$ cat src/hdl/gbpy_pkg.sv
// Shared types, constants and lookup functions for the GB2312 pinyin initial extractor.
// Used by the interfaces' neighbors, the front end, the job queue and the back end.
// Depends on nothing.
`default_nettype none

package gbpy_pkg;

  // Default depth of the queue between front end and back end.
  localparam int GBPY_QUEUE_DEPTH = 2;

  localparam logic [7:0] LEAD_MIN  = 8'h80;
  localparam logic [7:0] PAIR_MIN  = 8'hA1;
  localparam logic [7:0] PAIR_BIAS = 8'hA0;

  localparam logic [13:0] CODE_RANGE_LO  = 14'd1601;
  localparam logic [13:0] CODE_RANGE_END = 14'd5590;
  localparam logic [13:0] CODE_ROM_LO    = 14'd5601;
  localparam logic [13:0] CODE_ROM_HI    = 14'd8794;
  localparam logic [13:0] ROW_WEIGHT     = 14'd100;

  localparam logic [6:0]  ROM_ROW_BASE = 7'd56;
  localparam logic [11:0] ROM_ROW_SPAN = 12'd94;

  localparam logic [7:0] ASCII_LOWER_A = 8'h61;
  localparam logic [7:0] ASCII_LOWER_Z = 8'h7A;
  localparam logic [7:0] ASCII_UPPER_A = 8'h41;
  localparam logic [7:0] ASCII_UPPER_Z = 8'h5A;
  localparam logic [7:0] ASCII_CASE    = 8'h20;

  // How a completed character is looked up.
  typedef enum logic [1:0] {
    KIND_NONE,
    KIND_RANGE,
    KIND_ROM
  } kind_t;

  // One job handed from the front end to the back end.
  typedef struct packed {
    kind_t       kind;
    logic [13:0] code;
    logic [11:0] rom_idx;
    logic        last;
  } job_t;

  localparam int RANGE_COUNT = 23;

  localparam logic [13:0] RANGE_TOP [RANGE_COUNT] = '{
    14'd1637, 14'd1833, 14'd2078, 14'd2274, 14'd2302, 14'd2433, 14'd2594, 14'd2787,
    14'd3106, 14'd3212, 14'd3472, 14'd3635, 14'd3722, 14'd3730, 14'd3858, 14'd4027,
    14'd4086, 14'd4390, 14'd4558, 14'd4684, 14'd4925, 14'd5249, 14'd5590
  };

  // A B C D E F G H J K L M N O P Q R S T W X Y Z
  localparam logic [6:0] RANGE_LETTER [RANGE_COUNT] = '{
    7'd65, 7'd66, 7'd67, 7'd68, 7'd69, 7'd70, 7'd71, 7'd72,
    7'd74, 7'd75, 7'd76, 7'd77, 7'd78, 7'd79, 7'd80, 7'd81,
    7'd82, 7'd83, 7'd84, 7'd87, 7'd88, 7'd89, 7'd90
  };

  // Initials of the second-level characters, first character in the top byte.
  localparam ROM_TEXT = {
    "cjwgnspgcenegypbtwxzdxykygtpjnmjqmbsgzscyjsyyfpggbzgydywjkgaljswkbjqhyjwpdzlsgmr",
    "ybywwccgznkydgttngjeyekzydcjnmcylqlypyqbqrpzslwbdgkjfyxjwcltbncxjjjjcxdtqsqzycdxxhgckbphffss",
    "pybgmxjbbyglbhlssmzmpjhsojnghdzcdklgjhsgqzhxqgkezzwymcscjnyetxadzpmdssmzjjqjyzcjjfwqjbdzbjgd",
    "nzcbwhgxhqkmwfbpbqdtjjzkqhylcgxfptyjyyzpsjlfchmqshgmmxsxjpkdcmbbqbefsjwhwwgckpylqbgldlcctnma",
    "eddksjngkcsgxlhzaybdbtsdkdylhgymylcxpycjndqjwxqxfyyfjlejbzrwccqhqcsbzkymgplbmcrqcflnymyqmsqt",
    "rbcjthztqfrxchxmcjcjlxqgjmshzkbswxemdlckfsydsglycjjssjnqbjctyhbftdcyjdgwyghqfrxwckqkxebpdjpx",
    "jqsrmebwgjlbjslyysmdxlclqkxlhtjrjjmbjhxhwywcbhtrxxglhjhfbmgykldyxzpplggpmtcbbajjzyljtyanjgbj",
    "flqgdzyqcaxbkclecjsznslyzhlxlzcghbxzhznytdsbcjkdlzayffydlabbgqszkggldndnyskjshdlxxbcghxyggdj",
    "mmzngmmccgwzszxsjbznmlzdthcqydbdllscddnlkjyhjsycjlkohqasdhnhcsgaehdaashtcplcpqybsdmpjlpcjaql",
    "cdhjjasprchngjnlhlyyqyhwzpnccgwwmzffjqqqqxxaclbhkdjxdgmmydjxzllsygxgkjrywzwyclzmcsjzldbndcfc",
    "xyhlschycjqppqagmnyxpfrkssbjlyxyjjglnscmhcwwmnzjjlhmhchsyppttxrycsxbyhcsmxjsxnbwgpxxtaybgajc",
    "xlypdccwqocwkccsbnhcpdyznbcyytyckskybsqkkytqqxfcwchcwkelcqbsqyjqcclmthsywhmktlkjlychwheqjhtj",
    "hppqpqscfymmcmgbmhglgsllysdllljpchmjhwljcyhzjxhdxjlhxrswlwzjcbxmhzqxsdzpmgfcsglsdymjshxpjxom",
    "yqknmyblrthbcftpmgyxlchlhlzylxgsssscclsldclepbhshxyyfhbmgdfycnjqwlqhjjcywjztejjdhfblqxtqkwhd",
    "chqxagtlxljxmsljhdzkzjecxjcjnmbbjcsfywkbjzghysdcpqyrsljpclpwxsdwejbjcbcnaytmgmbapclyqbclzxcb",
    "nmsggfnzjjbzsfqyndxhpcqkzczwalsbccjxpozgwkybsgxfcfcdkhjbstlqfsgdslqwzkxtmhsbgzhjcrglyjbpmljs",
    "xlcjqqhzmjczydjwbmjklddpmjegxyhylxhlqyqhkycwcjmyhxnatjhyccxzpcqlbzwwwtwbqcmlbmynjcccxbbsnzzl",
    "jpljxyztzlgcldcklyrzzgqtgjhhgjljaxfgfjzslcfdqzlclgjdjcsnclljpjqdcclcjxmyzftsxgcgsbrzxjqqcczh",
    "gyjdjqqlzxjyldlbcyamcstylbdjbyregklzdzhldszchznwczcllwjqjjjkdgjcolbbzppglghtgzcygezmycnqcycy",
    "hbhgxkamtxyxnbskyzzgjzlqjdfcjxdygjqjjpmgwgjjjpkjsbgbmmcjssclpqpdxcdyykypcjddyygywchjrtgcnyql",
    "dkljczzgzccjgdyksgpzmdlcphnjafyzdjcnmwescsglbtzcgmsdllyxqsxsbljsbbsgghfjlwpmzjnlyywdqshzxtyy",
    "whmcyhywdbxbtlmswyyfsbjcbdxxlhjhfpsxzqhfzmqcztqcxzxrdkdjhnnyzqqfnqdmmgnydxmjgdhcdycbffallztd",
    "ltfkmxqzdngeqdbdczjdxbzgsqqddjcmbkxffxmkdmcsychzcmljdjynhprsjmkmpcklgdbqtfzswtfgglyplljzhgjj",
    "gypzltcsmcnbtjbhfkdhbyzgkpbbymtdlsxsbnpdkleycjnycdykzddhqgsdzsctarlltkzlgecllkjljjaqnbdggghf",
    "jtzqjsecshalqfmmgjnlyjbbtmlycxdcjpldlpcqdhsycbzsckbzmsljflhrbjsnbrgjhxpdgdjybzgdlgcsezgxlblg",
    "yxtwmabchecmwyjyzlljjshlgndjlslygkdzpzxjyyzlpcxszfgwyydlyhcljscmbjhblyjlycblydpdqysxktbytdkd",
    "xjypcnrjmfdjgklccjbctbjddbblblcdqrppxjcglzcshltoljnmdddlngkaqakgjgyhheznmshrphqqjchgmfprxcjg",
    "dychghlyrzqlcngjnzsqdkqjymszswlcfqjqxgbggxmdjwlmcrnfkkfsyyljbmqammmycctbshcptxxzzsmphfshmclm",
    "ldjfyqxsdyjdjjzzhqpdszglssjbckbxyqzjsgpsxjzqznqtbdkwxjkhhgflbcsmdldgdzdblzkycqnncsybzbfglzzx",
    "swmsccmqnjqsbdqsjtxxmbldxcclzshzcxrqjgjylxzfjphymzqqydfqjjlcznzjcdgzygcdxmzysctlkphtxhtlbjxj",
    "lxscdqccbbqjfqzfsltjbtkqbsxjjljchczdbzjdczjccprnlqcgpfczlclcxzdmxmphgsgzgszzqjxlwtjpfsyaslcj",
    "btckwcwmytcsjjljcqlwzmalbxyfbpnlschtgjwejjxxglljstgshjqlzfkcgnndszfdeqfhbsaqdgylbxmmygszldyd",
    "jmjjrgbjgkgdhgkblgkbdmbylxwcxyttybkmrjjzxqjbhlmhmjjzmqasldcyxyqdlqcafywyxqhz"
  };

  localparam int ROM_LEN = $bits(ROM_TEXT) / 8;

  // Letter for a code in the first-level block, by range bounds.
  function automatic logic [6:0] range_letter(input logic [13:0] code);
    logic [6:0] l;
    logic       hit;
    l   = 7'd0;
    hit = 1'b0;
    for (int k = 0; k < RANGE_COUNT; k++) begin
      if (!hit && (code < RANGE_TOP[k])) begin
        l   = RANGE_LETTER[k];
        hit = 1'b1;
      end
    end
    return l;
  endfunction

  // Uppercase initial from the letter ROM, 0 past its end or for a non-letter.
  function automatic logic [6:0] rom_letter(input logic [11:0] idx);
    logic [7:0] c;
    c = 8'h00;
    if (int'(idx) < ROM_LEN) begin
      c = ROM_TEXT[8 * (ROM_LEN - 1 - int'(idx)) +: 8];
    end
    if ((c >= ASCII_LOWER_A) && (c <= ASCII_LOWER_Z)) begin
      return 7'(c - ASCII_CASE);
    end else if ((c >= ASCII_UPPER_A) && (c <= ASCII_UPPER_Z)) begin
      return c[6:0];
    end
    return 7'd0;
  endfunction

endpackage

`default_nettype wire

$ cat src/hdl/gbpy_queue.sv
// Short job queue that decouples the front end from the back end.
// Depends on gbpy_pkg for the job type.
`default_nettype none

module gbpy_queue
  import gbpy_pkg::*;
#(
  parameter int DEPTH = GBPY_QUEUE_DEPTH
) (
  input  wire logic clk,
  input  wire logic rst_n,
  input  wire logic push,
  input  wire job_t push_job,
  output logic      full,
  input  wire logic pop,
  output logic      pop_valid,
  output job_t      pop_job
);

  localparam int PTR_W = (DEPTH > 1) ? $clog2(DEPTH) : 1;
  localparam int CNT_W = $clog2(DEPTH + 1);
  localparam logic [PTR_W-1:0] PTR_LAST = PTR_W'(DEPTH - 1);
  localparam logic [CNT_W-1:0] CNT_FULL = CNT_W'(DEPTH);

  job_t             slots_r [DEPTH];
  logic [PTR_W-1:0] wr_ptr_r, wr_ptr_nxt;
  logic [PTR_W-1:0] rd_ptr_r, rd_ptr_nxt;
  logic [CNT_W-1:0] count_r,  count_nxt;
  logic             do_push;
  logic             do_pop;

  assign full      = (count_r == CNT_FULL);
  assign pop_valid = (count_r != '0);
  assign pop_job   = slots_r[rd_ptr_r];
  assign do_push   = push && !full;
  assign do_pop    = pop && pop_valid;

  always_comb begin
    wr_ptr_nxt = wr_ptr_r;
    rd_ptr_nxt = rd_ptr_r;
    count_nxt  = count_r;
    if (do_push) begin
      wr_ptr_nxt = (wr_ptr_r == PTR_LAST) ? '0 : PTR_W'(wr_ptr_r + 1'b1);
    end
    if (do_pop) begin
      rd_ptr_nxt = (rd_ptr_r == PTR_LAST) ? '0 : PTR_W'(rd_ptr_r + 1'b1);
    end
    if (do_push && !do_pop) begin
      count_nxt = CNT_W'(count_r + 1'b1);
    end else if (do_pop && !do_push) begin
      count_nxt = CNT_W'(count_r - 1'b1);
    end
  end

  always_ff @(posedge clk) begin
    if (!rst_n) begin
      wr_ptr_r <= '0;
      rd_ptr_r <= '0;
      count_r  <= '0;
    end else begin
      wr_ptr_r <= wr_ptr_nxt;
      rd_ptr_r <= rd_ptr_nxt;
      count_r  <= count_nxt;
    end
  end

  always_ff @(posedge clk) begin
    if (do_push) begin
      slots_r[wr_ptr_r] <= push_job;
    end
  end

endmodule

`default_nettype wire

$ cat config.mk
export PLATFORM = sky130hd
export DESIGN_NAME = gbpy_queue
export DESIGN_NICKNAME = d
export VERILOG_FILES = /design/src/hdl/gbpy_pkg.sv /design/src/hdl/gbpy_queue.sv
export SDC_FILE = /design/constraint.sdc
export NUM_CORES = 1
export LEC_CHECK = 0
export BUFFER_PORTS_ARGS = -buffer_cell sky130_fd_sc_hd__clkbuf_2
export CAP_MARGIN = 20
export CORE_MARGIN = 2
export CORE_UTILIZATION = 40
export DETAILED_ROUTE_END_ITERATION = 8
export HOLD_SLACK_MARGIN = 0.05
export MAX_ROUTING_LAYER = met4
export PLACE_DENSITY = 0.75
export SYNTH_ARGS = -nofsm -noshare
export SYNTH_HDL_FRONTEND = slang
export SYNTH_SLANG_ARGS = --single-unit
$ cat constraint.sdc
create_clock -name clk -period 4.2 [get_ports clk]
set_input_delay 0.63 -clock clk [delete_from_list [all_inputs] [get_ports clk]]
set_output_delay 0.63 -clock clk [all_outputs]
set_load 0.1 [all_outputs]
Yosys cells after proc, flatten, opt, wreduce, memory -nomap -nowiden
Memories as Yosys holds them, arrays and structs flattened. A register that Yosys moved wholly into a read port is not among the register bits.
Index checks and enable logic that the tools add are counted.
W data, S select, Z words.
- bits in registers: 4
- memory bits (writable): 58
- output and inout port bits: 31
- logic and storage cells: 26
- memories: 1
- memory list (memory ; words ; bits a word ; rd ports ; clocked after Yosys merged registers in ; wr ports ; line ; text):
    slots_r ; 2 ; 29 ; 1 ; 1 ; 1 ; gbpy_queue.sv:25 ; job_t slots_r [DEPTH];
- add/subtract/negate cells: 4
- eq/ne operators: 1
- muxes and demuxes: 8
- reductions and logical operators: 9
- operators by type and width (cell ; count):
    $mux W1 ; 6
    $logic_and A1 B1 Y1 ; 4
    $mux W2 ; 2
    $reduce_bool A2 Y1 ; 2
    $logic_not A1 Y1 ; 3
    $add A1 B1 Y1 const B ; 2
    $add A2 B1 Y2 const B ; 1
    $eq A2 B2 Y1 const B ; 1
    $sub A2 B1 Y2 const B ; 1

Depth between registers and ports, before layout
Gate-level depths: netlist (run 1).
- depth in word-level cells: 7
- depth in mapped cells: 7
- mapped depth without buffers: 7

Worst setup path before layout (run 1)
Ideal clock, no wire load.
- path kind: flip-flop to flip-flop
- start point: reg count_r[0]
- end point: mem slots_r[0][0] (netlist bit) (enable)
- library setup time: 0.412 ns
- arrival time: 1.986 ns
- required time: 3.788 ns
- setup slack: 1.802 ns
- cell stages (with the launch flop): 4
- period minus slack after synthesis: 2.398 ns
- cells stage by stage: dfxtp_1 nand2b_1 inv_2 nor3_2
- longest elaborated chain between the ends: 5
- RTL lines (what ; line ; text):
    from (decl) ; gbpy_queue.sv:28 ; logic [CNT_W-1:0] count_r, count_nxt;
    from (signal assigned) ; gbpy_queue.sv:63 ; count_r <= count_nxt;
    $eq A2 B2 Y1 ; gbpy_queue.sv:32 ; assign full = (count_r == CNT_FULL);
    via full ; gbpy_queue.sv:14 ; output logic full,
    $logic_not A1 Y1 ; gbpy_queue.sv:35 ; assign do_push = push && !full;
    $logic_and A1 B1 Y1 ; gbpy_queue.sv:35 ;
    $mux W1 ; gbpy_queue.sv:68 ; if (do_push) begin
    $mux W1 (not written as such) ; gbpy_queue.sv:69 ; slots_r[wr_ptr_r] <= push_job;
    to (decl) ; gbpy_queue.sv:25 ;
The timed path passes the listed nets, and every way through them passes these cells.

==> flow_summary.json, run 1 <==
{
  "outcome": "completed",
  "critPathMaxFanout": 24,
  "final_common_cell": "clkbuf_2",
  "period_needed_ps": 2547,
  "hp-start": "push_job[18]",
  "drt-vias-per-instance": 4.692,
  "design.core.area_um2": 5574,
  "dp_slack_ps": 1987,
  "drv_cap": 0,
  "max_stage_delay_ps": 450,
  "crit_slowest_cell": "dfxtp_1",
  "place_area_um2": 2739,
  "skew_ps": 5.983,
  "path_clk_slew_ps": 70,
  "diodes": 0,
  "start_util": 0.4171,
  "cts_num_sinks": 63,
  "syn2layout_area_growth_pct": 26.26,
  "ys_async_sr_fraction": 0,
  "clockBufferDepth": 2,
  "critPathBufInv": 2,
  "grt_pass1_vias": 1302,
  "rows": 27,
  "cp_cell_sequence": "buf_4 > mux2_2 > clkbuf_2",
  "cp-end-kind": "primary output",
  "met2_length_mm": 1.998,
  "cts_buffers": 9,
  "die_y_um": 80.24,
  "hold_viol": 0,
  "h-tree-depth": 3,
  "synth_cell_types": 22,
  "slew_violations": 0,
  "fin_hold_ws_ps": 484.6,
  "gp_congestion": 0.7056,
  "cts_resized": 0,
  "yosysTopAreaCell": "edfxtp_1",
  "slew-limit-headroom": 0.6319,
  "crit_type": "flop to primary output",
  "drive_above_1_share": 0.5876,
  "grt_max_degree": 25,
  "dp_hpwl_mm": 2.591,
  "synth_warnings": 0,
  "ant_nets": 0,
  "port_buffers": 63,
  "rsz0062_at_grt": "no",
  "synth_edf_count": 58,
  "top_layer": "met4",
  "r2r_slack_ps": 2410,
  "synth_nets": 149,
  "vias": 1248,
  "synth_top_area_frac": 0.7492,
  "insertion_delay_ps": 330,
  "nets": 223,
  "synthTopCellsByArea": "edfxtp_1 75%, mux2_2 14%, dfxtp_1 4.3%",
  "ys_seq_area_frac": 0.7922,
  "cts_tree": "done",
  "worst_slew_pin_slew_ps": 554.5,
  "final.setup.tns_ps": 0,
  "dieArea_um2": 6438,
  "wl_met1_mm": 1.509,
  "hold_path_class": "input port to flop",
  "ctsHoldBuffers": 0,
  "synth_area_um2": 2325,
  "critPathTopFamily": "buffers and inverters",
  "rr_startpoint": "count_r[0]$_SDFFE_PN0P_",
  "arrival_ps": 1920,
  "critPathLaunchType": "flop",
  "fmax_mhz": 392.6,
  "synthCells": 115,
  "wl_per_cell_um": 14.58,
  "fp.dieW_um": 80.24,
  "final_cell_mix": "63 x clkbuf_2, 58 x edfxtp_1, 29 x mux2_2",
  "drc": 0,
  "pin_count": 64,
  "timing.final.crit_share": 0.6065,
  "drtPass1Iterations": 4,
  "grt_overflow_total": 0,
  "finalSetupViolations": 0,
  "worstPathRequired_ps": 3570,
  "met3_length_um": 334,
  "fin_area_um2": 2935,
  "grt_usage": 0.1336,
  "drt_iter0_drc": 43,
  "antenna_found_initial": 0,
  "postSynthAreaPerCell_um2": 20.22,
  "ys.flop_type": "edfxtp_1",
  "cts_setup_buffers": 0,
  "ys_ff_latch": 63,
  "grt_pass1_wl_mm": 5.947,
  "cts_root_buf": "clkbuf_8",
  "timing.final.ws_setup_ps": 1653,
  "wirelength_mm": 3.879
}
## path summary, 6_finish.rpt
path / to / depth (start not counted)
worst min-delay path: slots_r[1][18]$_DFFE_PP_ / 1
worst max register to register: slots_r[0][0]$_DFFE_PP_ / 4
worst min register to register: count_r[1]$_SDFFE_PN0P_ / 2
worst max-delay path: pop_job[4] / 3
## layout make-up
class	instances	area, µm²
Clock buffer	9	123.9
Clock inverter	7	72.57
Fill cell	477	2639
Inverter	2	7.507
Multi-Input combinational cell	47	461.7
Sequential cell	63	1842
Tap cell	72	90.09
Timing Repair Buffer	66	337.8
## kinds of logic (layout without fill, tap and decap cells)
| family | after synthesis | in the layout | synth area share |
|---|---|---|---|
| flops | 63 | 63 | 0.7923 |
| xor+xnor | 3 | 3 | 0.01130 |
| mux | 29 | 29 | 0.1405 |
| simple gates | 9 | 9 | 0.02476 |
| compound gates | 5 | 5 | 0.01399 |
| buf+inv | 5 | 84 | 0.01183 |
| fa+ha+maj | 1 | 1 | 0.005381 |
## synthesized netlist by cell type (2+ instances only)
cell       n
edfxtp_1  58
mux2_2    29
dfxtp_1    5
and2_1     3
buf_4      2
xnor2_1    2
## stage by stage
| stage | utilization | std cells |
|---|---|---|
| 4_1_cts | 0.5266 | 266 |
| 3_3_place_gp | 0.4914 | 250 |
| 2_1_floorplan | - | 115 |
| 6_report | 0.5266 | 266 |
| 3_5_place_dp | 0.4914 | 250 |
| 5_1_grt | 0.5266 | 266 |
## metal layers
layer  GRT usage  up-vias
met5           -        -
met4     0.05593        0
met3     0.07528        4
met2      0.2158       50
met1      0.1328      602
li1            -      592
## registers in the layout, indices dropped and copies added, names as in the netlist, named ones only
signal and flops:
count_r 2, wr_ptr_r 1, rd_ptr_r 1, slots_r 58
Power of run 1 is left out: the tool's default activity adds up to more than one toggle a clock period on the data nets, which glitch-free logic cannot reach.
==> inputs of run 2 (changes only) <==
==> constraint.sdc (replaced) <==
create_clock -name clk -period 2.57 [get_ports clk]
set_input_delay 0.3855 -clock clk [delete_from_list [all_inputs] [get_ports clk]]
set_output_delay 0.3855 -clock clk [all_outputs]
set_load 0.1 [all_outputs]
==> run 2 against run 1 <==
- worst hold slack got worse by 230 ps
- first-iteration DRC count increased by 40%
- critical path type unchanged
- final cell count unchanged
- critical path depth unchanged
- utilization decreased by 0.38 points
- sequential share of layout area increased by 0.46 points
- cell area decreased by 0.72%
- via count increased by 0.24%
- clock skew about the same
- flip-flop and latch count unchanged
- count of clock-buffer cells in the layout increased by 5
==> flow_summary.json, run 2 (same netlist as run 1, synthesis figures left out) <==
{
  "outcome": "completed",
  "cts_num_sinks": 63,
  "cts_buffers": 9,
  "regMostFlops": "slots_r",
  "final_cell_mix": "63 x clkbuf_2, 58 x edfxtp_1, 29 x mux2_2",
  "utilization": 0.5228,
  "wirelength_mm": 3.784,
  "finalSetupViolations": 0,
  "ctsHoldBuffers": 0,
  "diodes": 0,
  "skew_ps": 6.066,
  "fp.dieW_um": 80.24,
  "drt-vias-per-instance": 4.703,
  "gp_congestion": 0.6501,
  "arrival_ps": 1760,
  "cts_root_buf": "clkbuf_8",
  "wl_per_cell_um": 14.23,
  "cp-end-kind": "primary output",
  "drv_cap": 0,
  "port_buffers": 63,
  "slew-limit-headroom": 0.6351,
  "rows": 27,
  "worstPathRequired_ps": 2180,
  "period_needed_ps": 2149,
  "h-tree-depth": 3,
  "vias": 1251,
  "start_util": 0.4171,
  "die_y_um": 80.24,
  "fmax_mhz": 465.4,
  "final_common_cell": "clkbuf_2",
  "grt_usage": 0.1252,
  "critPathLaunchType": "flop",
  "final.setup.tns_ps": 0,
  "ant_nets": 0,
  "drtPass1Iterations": 4,
  "antenna_found_initial": 0,
  "syn2layout_area_growth_pct": 25.35,
  "design.core.area_um2": 5574,
  "rsz0062_at_grt": "no",
  "grt_max_degree": 30,
  "hold_viol": 0,
  "fillers": 481,
  "drive_above_1_share": 0.5515,
  "grt_pass1_vias": 1229,
  "grt_overflow_total": 0,
  "crit_type": "flop to primary output",
  "slew_violations": 0,
  "pin_count": 64,
  "grt_pass1_wl_mm": 5.720,
  "hold_path_class": "input port to flop",
  "clockBufferDepth": 2,
  "nets": 223,
  "dieArea_um2": 6438,
  "fin_area_um2": 2914,
  "dp_hpwl_mm": 2.549,
  "cts_resized": 0,
  "largest_reg_flops": 58,
  "cts_setup_buffers": 0,
  "worst_slew_pin_slew_ps": 549.7,
  "cts_tree": "done",
  "timing.final.crit_share": 0.8360,
  "top_regs": "slots_r x58, count_r x2",
  "place_area_um2": 2764,
  "path_clk_slew_ps": 60,
  "critPathMaxFanout": 24,
  "drc": 0,
  "drt_iter0_drc": 60,
  "insertion_delay_ps": 320
}
## run 2: area by class of cell
class                   count  area [µm²]  share of cell area
clock buffers              14       142.6             0.04895
well taps                  72       90.09             0.03091
multi-input cells          47       461.7              0.1584
repair buffers             66       362.8              0.1245
flip-flops and latches     63        1842              0.6320
clock inverters             2       7.507            0.002576
inverters                   2       7.507            0.002576
## run 2: worst paths after layout
path	startpoint	end	slack, ps	cells after the start
worst max-delay path	flop	pop_job[10]	420	3
worst min-delay path	push_job[18]	slots_r[1][18]$_DFFE_PP_	250	1
worst max register to register	count_r[0]$_SDFFE_PN0P_	slots_r[1][0]$_DFFE_PP_	970	3
worst min register to register	count_r[1]$_SDFFE_PN0P_	count_r[1]$_SDFFE_PN0P_	530	2
## run 2: layer usage
| layer | up-vias | track usage | part of all wire |
|---|---|---|---|
| li1 | 596 | - | - |
| met1 | 607 | 0.1426 | 0.42 |
| met2 | 43 | 0.1983 | 0.51 |
| met3 | 5 | 0.04607 | 0.062 |
| met4 | 0 | 0.05593 | 0.010 |
| met5 | - | - | 0 |
## run 2: through the flow
| stage | hold WS (ps) | worst slack [ps] | std cells |
|---|---|---|---|
| 2_1_floorplan | 478.5 | 172.2 | 115 |
| 3_3_place_gp | 500.4 | 742.3 | 250 |
| 3_5_place_dp | 515.8 | 737.4 | 250 |
| 4_1_cts | 231.6 | 381.2 | 266 |
| 5_1_grt | 234.7 | 344.4 | 266 |
| 6_report | 253.5 | 421.4 | 266 |
## run 2: worst max-delay path, cell delays in order (launching register included)
cell and delay [ps]:
dfxtp_1 480, buf_12 220, mux2_2 360, clkbuf_2 370
Power of run 2 is left out for the same reason.
==> inputs of run 3 (changes only) <==
--- a/config.mk
+++ b/config.mk
@@ -5,6 +5,7 @@
 export SDC_FILE = /design/constraint.sdc
 export NUM_CORES = 1
 export LEC_CHECK = 0
+export ABC_AREA = 1
 export BUFFER_PORTS_ARGS = -buffer_cell sky130_fd_sc_hd__clkbuf_2
 export CAP_MARGIN = 20
 export CORE_MARGIN = 2
@@ -12,7 +13,7 @@
 export DETAILED_ROUTE_END_ITERATION = 8
 export HOLD_SLACK_MARGIN = 0.05
 export MAX_ROUTING_LAYER = met4
-export PLACE_DENSITY = 0.75
+export PLACE_DENSITY = 0.77
 export SYNTH_ARGS = -nofsm -noshare
 export SYNTH_HDL_FRONTEND = slang
 export SYNTH_SLANG_ARGS = --single-unit
==> constraint.sdc (replaced) <==
create_clock -name clk -period 1.8 [get_ports clk]
set_input_delay 0.27 -clock clk [delete_from_list [all_inputs] [get_ports clk]]
set_output_delay 0.27 -clock clk [all_outputs]
set_load 0.1 [all_outputs]
==> run 3 against run 2 <==
- register-to-register slack got worse by 610 ps
- worst setup slack worse by 370 ps
- wire length grew 8.0%
- cell area up 18%
- utilization rose by 6.7 points
- critical path depth is the same
- area after synthesis increased by 2.3%
- synthesized cell count rose by 10%
- sequential share of layout area down 9.5 points
- global-route usage up 2.0 points
- count of clock-buffer cells in the layout is 3 lower
- worst hold slack got worse by 120 ps
==> flow_summary.json, run 3 <==
{
  "outcome": "completed",
  "hold_path_class": "input port to flop",
  "yosysMostFrequentCell": "edfxtp_1",
  "ys_async_sr_fraction": 0,
  "fillers": 447,
  "dp_hpwl_mm": 2.947,
  "ant_nets": 0,
  "dp_slack_ps": 340.5,
  "h-tree-depth": 3,
  "grt_usage": 0.1455,
  "power_per_cell_area_nw_per_um2": 1809,
  "cts_buffers": 9,
  "grt_pass1_vias": 1377,
  "rows": 28,
  "cts_root_buf": "clkbuf_8",
  "hold_viol": 0,
  "timing.final.crit_share": 0.9698,
  "drtPass1Iterations": 4,
  "diodes": 0,
  "synthTopCellsByArea": "edfxtp_1 73%, mux2_2 9.0%, mux2_4 6.3%",
  "synth_top_area_frac": 0.7322,
  "die_y_um": 81.11,
  "critPathLaunchType": "flop",
  "clockBufferDepth": 2,
  "fmax_mhz": 572.9,
  "crit_type": "flop to primary output",
  "rsz0062_at_grt": "yes",
  "period_needed_ps": 1746,
  "grt_overflow_total": 0,
  "worstPathRequired_ps": 1530,
  "finalSetupViolations": 0,
  "seqCellArea_um2": 1842,
  "slew-limit-headroom": 0.6423,
  "drive_above_1_share": 0.5455,
  "syn2layout_area_growth_pct": 44.19,
  "timing.final.ws_setup_ps": 54.44,
  "placed_cells": 268,
  "critPathMaxFanout": 17,
  "drv_cap": 0,
  "worstHoldEndpoint": "slots_r[0][15]$_DFFE_PP_",
  "dieArea_um2": 6579,
  "ys_seq_area_frac": 0.7743,
  "r2r-end": "count_r[1]$_SDFFE_PN0P_",
  "path_clk_slew_ps": 70,
  "pin_count": 64,
  "wl_per_cell_um": 14.39,
  "synthCells": 127,
  "synth_cell_types": 16,
  "p_leak_nw": 1.353,
  "power_mw": 6.205,
  "ctsHoldBuffers": 0,
  "port_buffers": 63,
  "gp_congestion": 0.6943,
  "rr_startpoint": "count_r[1]$_SDFFE_PN0P_",
  "largest_reg_flops": 58,
  "r2r_cells": 9,
  "regMostFlops": "slots_r",
  "multi_input_area_um2": 484.2,
  "arrival_ps": 1480,
  "cts_tree": "done",
  "grt_max_degree": 21,
  "fp.dieW_um": 81.11,
  "finalNonFillerCells": 284,
  "design.core.area_um2": 5816,
  "synth_nets": 161,
  "drt_iter0_drc": 83,
  "synth_edf_count": 58,
  "skew_ps": 4.524,
  "ys.flop_type": "edfxtp_1",
  "vias": 1302,
  "grt_pass1_wl_mm": 6.596,
  "worst_slew_pin_slew_ps": 538.8,
  "antenna_found_initial": 0,
  "ys_ff_latch": 63,
  "slew_violations": 0,
  "hp-start": "push_job[15]",
  "vdd_drop_max_mv": 1.318,
  "postSynthAreaPerCell_um2": 18.73,
  "synth_warnings": 0,
  "yosys-top-cells-count": "58 x edfxtp_1, 19 x mux2_2, 10 x mux2_4",
  "final_common_cell": "edfxtp_1",
  "r2r_slack_ps": 360,
  "start_util": 0.4090,
  "wirelength_mm": 4.088,
  "drc": 0,
  "cp-end-kind": "primary output",
  "yosysTopAreaCell": "edfxtp_1",
  "hold_path_depth": 1,
  "synth_area_um2": 2379,
  "top_regs": "slots_r x58, count_r x2",
  "final_cell_mix": "58 x edfxtp_1, 34 x clkbuf_2, 29 x buf_12",
  "nets": 238,
  "drt-vias-per-instance": 4.585,
  "insertion_delay_ps": 330,
  "cts_num_sinks": 63
}
run 3: kinds of logic (layout without fill, tap and decap cells):
group | Yosys count | after routing | synth area share
multiplexers | 29 | 29 | 0.1531
AND/OR/NAND/NOR | 18 | 18 | 0.02998
flip-flops | 63 | 63 | 0.7743
adder cells (fa/ha/maj) | 1 | 1 | 0.005260
AO/OA/AOI/OAI | 5 | 5 | 0.01315
buffers and inverters | 11 | 93 | 0.02420
run 3: how the worst max path moves through the flow:
stage / slack, ps / cells past startpoint / start / to
6_report: 50 / 3 / flop / pop_job[19]
5_1_grt: -20 / 3 / flop / pop_job[19]
4_1_cts: 30 / 3 / flop / pop_job[19]
3_5_place_dp: 340 / 3 / flop / pop_job[19]
3_3_place_gp: 350 / 3 / flop / pop_job[20]
2_1_floorplan: -340 / 3 / count_r[1]$_SDFFE_PN0P_ / slots_r[1][0]$_DFFE_PP_
run 3: what timing repair did:
action	4_1_cts	5_1_grt
setup buffers	0	0
cloned	0	0
gates resized for setup	1	0
endpoints found under the setup margin	7	11
run 3: where the power goes:
part	switching (mW)	internal [mW]
clock	0.492	0.628
sequential	0.0695	1.85
combinational	2.09	1.07
run 3: metrics by stage:
step,setup TNS (ps),util,instance area [µm²],hold slack [ps]
after floorplan,-19580,-,2379,368.9
after global placement,0,0.5581,3246,459.9
after detailed placement,0,0.5581,3246,463.4
after CTS,0,0.5897,3430,109.9
after global routing,-79.30,0.5897,3430,113.9
final,0,0.5897,3430,129.0
run 3: cell type report:
cell class	count	share of cell area
multi-input cells	53	0.1412
clock inverters	5	0.01423
clock buffers	11	0.03831
well taps	75	0.02736
inverters	8	0.008756
flip-flops and latches	63	0.5370
repair buffers	69	0.2331
run 3: layer usage:
layer,global-route usage,share of wire,vias up,wire [µm]
li1,-,-,624,-
met1,0.1623,0.41,619,1692
met2,0.2306,0.50,49,2030
met3,0.04444,0.068,10,278
met4,0.08644,0.021,0,87
met5,-,0,-,0
run 3: critical path, stage by stage (launching register included):
cell	delay [ps]
dfxtp_1	340
buf_6	230
mux2_2	400
buf_12	170
Power figures use the tool's default switching activity.
